[src/tbsq_pkg.sv]
package tbsq_pkg;

   localparam int unsigned PosWidth      = 16;
   localparam int unsigned CfgWidth      = 16;
   localparam int unsigned PercentWidth  = 7;
   localparam int unsigned ScaleWidth    = 7;
   localparam int unsigned DividendWidth = PosWidth + ScaleWidth;
   localparam int unsigned CountWidth    = $clog2(DividendWidth);
   localparam int unsigned CsrIndexWidth = 4;

   localparam logic [ScaleWidth-1:0]   PercentFull     = 7'd100;
   localparam logic [PosWidth-1:0]     NoTouchMark     = 16'hFFFF;
   localparam logic [CfgWidth-1:0]     ResetLongPress  = 16'd2000;
   localparam logic [CfgWidth-1:0]     ResetResolution = 16'd100;

   typedef enum logic [CsrIndexWidth-1:0] {
      CSR_LONG_PRESS_TICKS  = 4'd0,
      CSR_SLIDER_RESOLUTION = 4'd1
   } csr_index_type;

   typedef enum logic {
      KIND_SAMPLE = 1'b0,
      KIND_TICK   = 1'b1
   } kind_type;

   typedef struct packed {
      logic                kind;
      logic                btn0_active;
      logic                btn1_active;
      logic                slider_touched;
      logic [PosWidth-1:0] touch_pos;
   } req_type;

   typedef struct packed {
      logic                    btn0_press;
      logic                    btn1_long_press;
      logic                    volume_valid;
      logic [PercentWidth-1:0] volume_percent;
   } rsp_type;

endpackage

[src/tbsq_div.sv]
module tbsq_div
   import tbsq_pkg::*;
(
   input  logic                     clock,
   input  logic                     reset,
   input  logic                     start,
   input  logic [DividendWidth-1:0] dividend,
   input  logic [CfgWidth-1:0]      divisor,
   output logic                     done,
   output logic [DividendWidth-1:0] quotient
);

   logic                     busy_ff, busy_in;
   logic                     done_ff, done_in;
   logic [CountWidth-1:0]    cnt_ff, cnt_in;
   logic [CfgWidth-1:0]      rem_ff, rem_in;
   logic [DividendWidth-1:0] quo_ff, quo_in;
   logic [CfgWidth-1:0]      dvs_ff, dvs_in;
   logic [CfgWidth:0]        trial;
   logic [CfgWidth:0]        diff;
   logic                     fits;

   // one restoring step per cycle
   always_comb begin
      trial = {rem_ff, quo_ff[DividendWidth-1]};
      diff  = trial - {1'b0, dvs_ff};
      fits  = trial >= {1'b0, dvs_ff};
   end

   always_comb begin
      busy_in = busy_ff;
      done_in = 1'b0;
      cnt_in  = cnt_ff;
      rem_in  = rem_ff;
      quo_in  = quo_ff;
      dvs_in  = dvs_ff;
      if (start) begin
         busy_in = 1'b1;
         cnt_in  = '0;
         rem_in  = '0;
         quo_in  = dividend;
         dvs_in  = divisor;
      end else if (busy_ff) begin
         rem_in = fits ? diff[CfgWidth-1:0] : trial[CfgWidth-1:0];
         quo_in = {quo_ff[DividendWidth-2:0], fits};
         cnt_in = cnt_ff + 1'b1;
         if (cnt_ff == CountWidth'(DividendWidth - 1)) begin
            busy_in = 1'b0;
            done_in = 1'b1;
         end
      end
   end

   always_ff @(posedge clock) begin
      if (reset) begin
         busy_ff <= 1'b0;
         done_ff <= 1'b0;
         cnt_ff  <= '0;
      end else begin
         busy_ff <= busy_in;
         done_ff <= done_in;
         cnt_ff  <= cnt_in;
      end
   end

   always_ff @(posedge clock) begin
      rem_ff <= rem_in;
      quo_ff <= quo_in;
      dvs_ff <= dvs_in;
   end

   assign done     = done_ff;
   assign quotient = quo_ff;

endmodule

[src/touch_button_slider_qualifier.sv]
// channel   direction  handshake            payload
// req_      in         req_valid/req_stall  req_type (kind, buttons, slider)
// rsp_      out        rsp_valid/rsp_stall  rsp_type (press, long press, volume)
// csr_      in         csr_valid/csr_ready  csr_index, csr_wdata
//
// an item goes from idle to done, via the divider state when a new slider percent is
// computed; it goes through a 23-step restoring divider, one quotient bit a cycle
// reset is synchronous and restores the default thresholds and a released panel
// req_stall is high while an item is in work; a finished beat waits in the
// output register while the next item is taken

module touch_button_slider_qualifier
   import tbsq_pkg::*;
(
   input  logic                     clock,
   input  logic                     reset,
   input  logic                     req_valid,
   output logic                     req_stall,
   input  req_type                  req_payload,
   output logic                     rsp_valid,
   input  logic                     rsp_stall,
   output rsp_type                  rsp_payload,
   input  logic                     csr_valid,
   output logic                     csr_ready,
   input  logic [CsrIndexWidth-1:0] csr_index,
   input  logic [CfgWidth-1:0]      csr_wdata
);

   typedef enum logic [2:0] {
      ST_IDLE = 3'b001,
      ST_DIV  = 3'b010,
      ST_DONE = 3'b100
   } state_type;

   state_type                state_ff, state_in;
   logic [CfgWidth-1:0]      lpt_ff, lpt_in;
   logic [CfgWidth-1:0]      res_ff, res_in;
   logic                     last_btn0_ff, last_btn0_in;
   logic                     last_btn1_ff, last_btn1_in;
   logic                     armed_ff, armed_in;
   logic [CfgWidth-1:0]      count_ff, count_in;
   logic [PosWidth-1:0]      last_slider_ff, last_slider_in;
   logic                     press_ff, press_in;
   logic                     longp_ff, longp_in;
   logic                     vvalid_ff, vvalid_in;
   logic [PercentWidth-1:0]  pct_ff, pct_in;
   logic                     rsp_valid_ff, rsp_valid_in;
   rsp_type                  rsp_ff, rsp_in;
   logic                     accept;
   logic                     csr_write;
   logic [DividendWidth-1:0] product;
   logic                     div_start;
   logic                     div_done;
   logic [DividendWidth-1:0] quotient;

   assign accept    = req_valid && !req_stall;
   assign csr_write = csr_valid && csr_ready;
   assign product   = DividendWidth'(req_payload.touch_pos) * DividendWidth'(PercentFull);

   tbsq_div u_div (
      .clock    (clock),
      .reset    (reset),
      .start    (div_start),
      .dividend (product),
      .divisor  (res_ff),
      .done     (div_done),
      .quotient (quotient)
   );

   always_comb begin
      lpt_in = lpt_ff;
      res_in = res_ff;
      if (csr_write) begin
         case (csr_index)
            CSR_LONG_PRESS_TICKS:  lpt_in = csr_wdata;
            CSR_SLIDER_RESOLUTION: res_in = csr_wdata;
            default: ;
         endcase
      end
   end

   always_comb begin
      state_in       = state_ff;
      last_btn0_in   = last_btn0_ff;
      last_btn1_in   = last_btn1_ff;
      armed_in       = armed_ff;
      count_in       = count_ff;
      last_slider_in = last_slider_ff;
      press_in       = press_ff;
      longp_in       = longp_ff;
      vvalid_in      = vvalid_ff;
      pct_in         = pct_ff;
      rsp_valid_in   = rsp_valid_ff;
      rsp_in         = rsp_ff;
      div_start      = 1'b0;

      if (rsp_valid_ff && !rsp_stall) begin
         rsp_valid_in = 1'b0;
      end

      case (state_ff)
         ST_IDLE: begin
            if (accept) begin
               press_in  = 1'b0;
               vvalid_in = 1'b0;
               pct_in    = '0;
               if (req_payload.kind == KIND_SAMPLE) begin
                  press_in = req_payload.btn0_active && !last_btn0_ff;
                  if (req_payload.btn1_active && !last_btn1_ff) begin
                     armed_in = 1'b1;
                     count_in = '0;
                  end
                  if (!req_payload.btn1_active && last_btn1_ff) begin
                     armed_in = 1'b0;
                  end
                  if (req_payload.slider_touched &&
                      req_payload.touch_pos != last_slider_ff) begin
                     vvalid_in      = 1'b1;
                     last_slider_in = req_payload.touch_pos;
                  end else if (!req_payload.slider_touched) begin
                     last_slider_in = NoTouchMark;
                  end
                  last_btn0_in = req_payload.btn0_active;
                  last_btn1_in = req_payload.btn1_active;
               end else begin
                  if (armed_ff && count_ff != '1) begin
                     count_in = count_ff + 1'b1;
                  end
               end
               longp_in = armed_in && (count_in >= lpt_ff);
               if (longp_in) begin
                  armed_in = 1'b0;
               end
               if (vvalid_in && res_ff != '0) begin
                  div_start = 1'b1;
                  state_in  = ST_DIV;
               end else begin
                  state_in = ST_DONE;
               end
            end
         end
         ST_DIV: begin
            if (div_done) begin
               // saturate at full scale
               pct_in   = (quotient > DividendWidth'(PercentFull)) ?
                          PercentFull : quotient[PercentWidth-1:0];
               state_in = ST_DONE;
            end
         end
         ST_DONE: begin
            if (!rsp_valid_ff || !rsp_stall) begin
               rsp_in.btn0_press      = press_ff;
               rsp_in.btn1_long_press = longp_ff;
               rsp_in.volume_valid    = vvalid_ff;
               rsp_in.volume_percent  = pct_ff;
               rsp_valid_in           = 1'b1;
               state_in               = ST_IDLE;
            end
         end
         default: begin
            state_in = ST_IDLE;
         end
      endcase
   end

   always_ff @(posedge clock) begin
      if (reset) begin
         state_ff       <= ST_IDLE;
         lpt_ff         <= ResetLongPress;
         res_ff         <= ResetResolution;
         last_btn0_ff   <= 1'b0;
         last_btn1_ff   <= 1'b0;
         armed_ff       <= 1'b0;
         count_ff       <= '0;
         last_slider_ff <= NoTouchMark;
         rsp_valid_ff   <= 1'b0;
      end else begin
         state_ff       <= state_in;
         lpt_ff         <= lpt_in;
         res_ff         <= res_in;
         last_btn0_ff   <= last_btn0_in;
         last_btn1_ff   <= last_btn1_in;
         armed_ff       <= armed_in;
         count_ff       <= count_in;
         last_slider_ff <= last_slider_in;
         rsp_valid_ff   <= rsp_valid_in;
      end
   end

   always_ff @(posedge clock) begin
      press_ff  <= press_in;
      longp_ff  <= longp_in;
      vvalid_ff <= vvalid_in;
      pct_ff    <= pct_in;
      rsp_ff    <= rsp_in;
   end

   assign req_stall   = (state_ff != ST_IDLE);
   assign rsp_valid   = rsp_valid_ff;
   assign rsp_payload = rsp_ff;
   assign csr_ready   = 1'b1;

endmodule
[config.mk]
export PLATFORM = sky130hd
export DESIGN_NAME = touch_button_slider_qualifier
export DESIGN_NICKNAME = d
export VERILOG_FILES = /design/src/tbsq_pkg.sv /design/src/tbsq_div.sv /design/src/touch_button_slider_qualifier.sv
export SDC_FILE = /design/constraint.sdc
export NUM_CORES = 1
export LEC_CHECK = 0
export BUFFER_PORTS_ARGS = -buffer_cell sky130_fd_sc_hd__buf_2
export CORE_ASPECT_RATIO = 0.8
export CORE_MARGIN = 3
export CORE_UTILIZATION = 25
export DETAILED_ROUTE_END_ITERATION = 16
export PLACE_DENSITY = 0.49
export SLEW_MARGIN = 30
export SYNTH_ARGS = -nofsm -noshare
export SYNTH_HDL_FRONTEND = slang
export SYNTH_HIERARCHICAL = 1
export SYNTH_SLANG_ARGS = --single-unit
[constraint.sdc]
create_clock -name clock -period 3.4 [get_ports clock]
set_input_delay 0.51 -clock clock [delete_from_list [all_inputs] [get_ports clock]]
set_output_delay 0.51 -clock clock [all_outputs]
set_load 0.05 [all_outputs]
==> flow_summary.ini <==
[yosys]
synth_ff_type = dfxtp_1
netlist_area_um2 = 9709
yosysSeqAreaShare_pct = 37.63
synth_cell_type_count = 85
ys_warn_count = 6
synth-edff-count = 59
synth_seq_cells = 153
synth_area_per_cell_um2 = 9.566
synthCells = 1015
ys_async_sr_fraction_pct = 0

[cts]
clockRootBuffer = clkbuf_16
h-tree-depth = 4
cts_buffer_depth = 2
cts_setup_buffers = 0
cts_hold_buf = 0
cts_inserted_buffers = 17
clk_pin_slew_ns = 0.06
clk_latency_ns = 0.43
cts_sinks = 153
cts-resized-gates = 0
cts_tree = done

[hold_path]
hp-start = csr_wdata[6]
holdPathStages = 2
hold_class = in2reg
holdPathEnd = lpt_ff[6]

[route]
vias = 7757
drtAntennaViolNets = 0
drt_iter0_markers = 579
viasPerCell = 4.818
firstDrtPassIters = 5
drc = 0
wirelength_um = 24600
wl_per_cell_um = 15.28

[die]
core_area_um2 = 37680
die_w_um = 226.3
die_area_um2 = 41250
io-pin-count = 58
die_y_um = 182.3
rows = 63
start_util_pct = 25.77

[cells_and_area]
final_net_count = 1253
fin_cells = 1610
final_layout_size_suffix_gt1_share_pct = 18.81
fill_cells = 3930
area_growth_pct = 18.14
multiInputGateArea_um2 = 5455
regArea_um2 = 3654

[global_routing]
grt_pass1_wl_um = 39410
met1_usage_pct = 18.21
overflow = 0
grt_max_degree = 54
met2_usage_pct = 17.22
antenna_found_initial = 5
grt_pass1_vias = 7215
use_met3_pct = 2.477
grt_util_all_layers_pct = 11.97
top_usage_layer = met1

[sta]
relSlewSlack_pct = 48.01
slew_violations = 0
whs_ns = 0.3203
post-route-period-util_pct = 96.70
max_freq_mhz = 304.1
finClkSkew_ns = 0.01033
fin_crit_ns = 3.288
hold_viol_final = 0
rsz0062_at_grt = no
tightest_slew_ns = 0.7780
setup_viol = 0

[placement]
place.gp.congestion = 0.8118
dp.cells = 1577
hpwl_um = 18690
io_buffers = 56

[status]
status = complete, no violations

[critical_path]
crit_family = adder cells
arrival_ns = 3.47
critPathKind = in2reg
cp_slowest_cell = fa_1
crit_fanout = 4
crit_chain = buf_2 > ha_1 > ha_1 > inv_1 > fa_1 > inv_1 > ha_1 > a21o_1 > a221oi_4 > buf_4 > o21a_1 > or3b_2 > o311ai_0 > mux2_2
r2r_setup_slack_ns = 0.13
critical_path_depth = 14
r2r-end = longp_ff
critical_path.max_stage_delay_ns = 0.49
worst_path_most_repeated_cell = ha_1
cp-start-kind = primary input
r2r-start = count_ff[0]
crit_path_end_kind = register
critPathBufInv = 4
required_ns = 3.58
r2r_cells = 11

[job]
drv_cap = 0

[pwr]
ir_worst_vdd_mv = 0.3066
p_leak_nw = 4.861
p_per_area_nw_per_um2 = 556.3
-- layer usage --
| layer | part of all wire, % | wire length (µm) |
|---|---|---|
| met5 | 0.053 | 13 |
| met2 | 42 | 10260 |
| met4 | 1.3 | 310 |
| met1 | 53 | 13000 |
| met3 | 4.1 | 1017 |
-- cell families after synthesis --
logic type               synth area share (%)
XOR/XNOR                                3.969
adder cells (fa/ha/maj)                 13.69
AND/OR/NAND/NOR                         16.03
AO/OA/AOI/OAI                           16.87
flip-flops                              37.63
buffers and inverters                   6.688
multiplexers                            5.052
other                                 0.07735
-- cell usage in the layout, fill, tap and decap left out, types with 8 or more instances in the layout --
master / count
inv_1: 95
dfxtp_1: 94
ha_1: 87
nor2_1: 73
nand2_1: 68
buf_4: 66
edfxtp_1: 59
buf_2: 56
a21oi_1: 48
o21ai_0: 43
nand3_1: 37
xnor2_1: 30
mux2_2: 24
mux2i_1: 22
a311oi_1: 22
and3_1: 19
clkbuf_16: 17
o32a_1: 16
a21o_1: 15
xor2_1: 14
nand2b_1: 13
nand4_1: 13
nor3_1: 13
a31oi_1: 13
fa_1: 12
a211o_1: 11
o211ai_1: 8
nor4_1: 8
-- metrics by stage --
stage / TNS (ns) / instance area [µm²] / util (%) / total power [mW] / setup slack (ns)
after floorplan: -0.1159 / 9739 / - / 3.813 / -0.1066
after global placement: -2.123 / 10850 / 28.81 / 4.421 / -0.2885
after detailed placement: -2.551 / 10850 / 28.81 / 4.433 / -0.3077
after CTS: 0 / 11450 / 30.39 / 6.429 / 0.1433
after global routing: 0 / 11470 / 30.44 / 6.803 / 0.004992
final: 0 / 11470 / 30.44 / 6.381 / 0.1121
-- Yosys cell counts, types with 3 or more instances --
library cell,number,area share (%)
dfxtp_1,94,19
clkbuf_1,22,0.85
or2_2,4,0.26
o41ai_1,4,0.36
a2111o_1,4,0.46
nand3_1,37,1.9
nand2_1,68,2.6
clkbuf_2,3,0.15
and4_1,5,0.45
fa_1,12,2.5
o21bai_1,3,0.23
and2_1,6,0.39
a21oi_1,48,2.5
ha_1,87,11
nand4b_1,3,0.27
inv_1,95,3.7
nand4_1,13,0.84
a31oi_1,13,0.84
buf_6,3,0.35
a211oi_1,6,0.46
nor2b_1,6,0.39
o21ai_0,46,2.4
o32a_1,16,1.6
o211ai_1,8,0.62
nor3_1,15,0.77
mux2_2,24,2.8
xor2_1,14,1.3
or3_1,3,0.19
edfxtp_1,59,18
xnor2_1,30,2.7
and3_1,19,1.2
nor2_1,73,2.8
nor3b_1,3,0.23
a21o_1,15,1.2
a211o_1,11,0.99
buf_2,12,0.62
a311oi_1,22,2.0
o21a_1,5,0.39
o221ai_1,3,0.27
a41oi_1,3,0.27
nand2b_1,13,0.84
nor4_1,9,0.58
clkbuf_8,6,0.85
mux2i_1,22,2.3
-- worst max path at each step --
stage / start / end / slack [ns]
6_report: req_payload[4] / u_div/quotient[16] / 0.11
5_1_grt: req_payload[4] / u_div/quotient[20] / 0.005
2_1_floorplan: req_payload[5] / u_div/quotient[20] / -0.11
3_5_place_dp: req_payload[4] / u_div/quotient[20] / -0.31
3_3_place_gp: req_payload[4] / u_div/quotient[20] / -0.29
4_1_cts: req_payload[4] / u_div/quotient[20] / 0.14
-- sequential cells by signal (all words and copies together) (netlist names) --
register / cells
press_ff: 1
last_btn0_ff: 1
state_ff: 3
u_div/rem_ff: 16
count_ff: 16
u_div/cnt_ff: 5
u_div/busy_ff: 1
rsp_valid: 1
res_ff: 16
u_div/quotient: 23
longp_ff: 1
vvalid_ff: 1
u_div/dvs_ff: 16
lpt_ff: 16
pct_ff: 7
rsp_payload: 10
last_btn1_ff: 1
u_div/done: 1
armed_ff: 1
last_slider_ff: 16
-- cell type report --
cell class	count	area share, %
antenna	1	0.02182
clock buffer	18	3.829
clock inverter	14	1.385
inverter	95	3.109
multi-input combinational	719	47.56
sequential	153	31.85
tap	487	5.312
timing repair buffer	123	6.937
-- power breakdown --
part | leakage [nW] | internal, mW | switching, mW
Clock | 0.291 | 1.12 | 0.847
Combinational | 3.24 | 0.977 | 1.26
Sequential | 1.33 | 2.06 | 0.113
(Power assumes the default switching activity.)
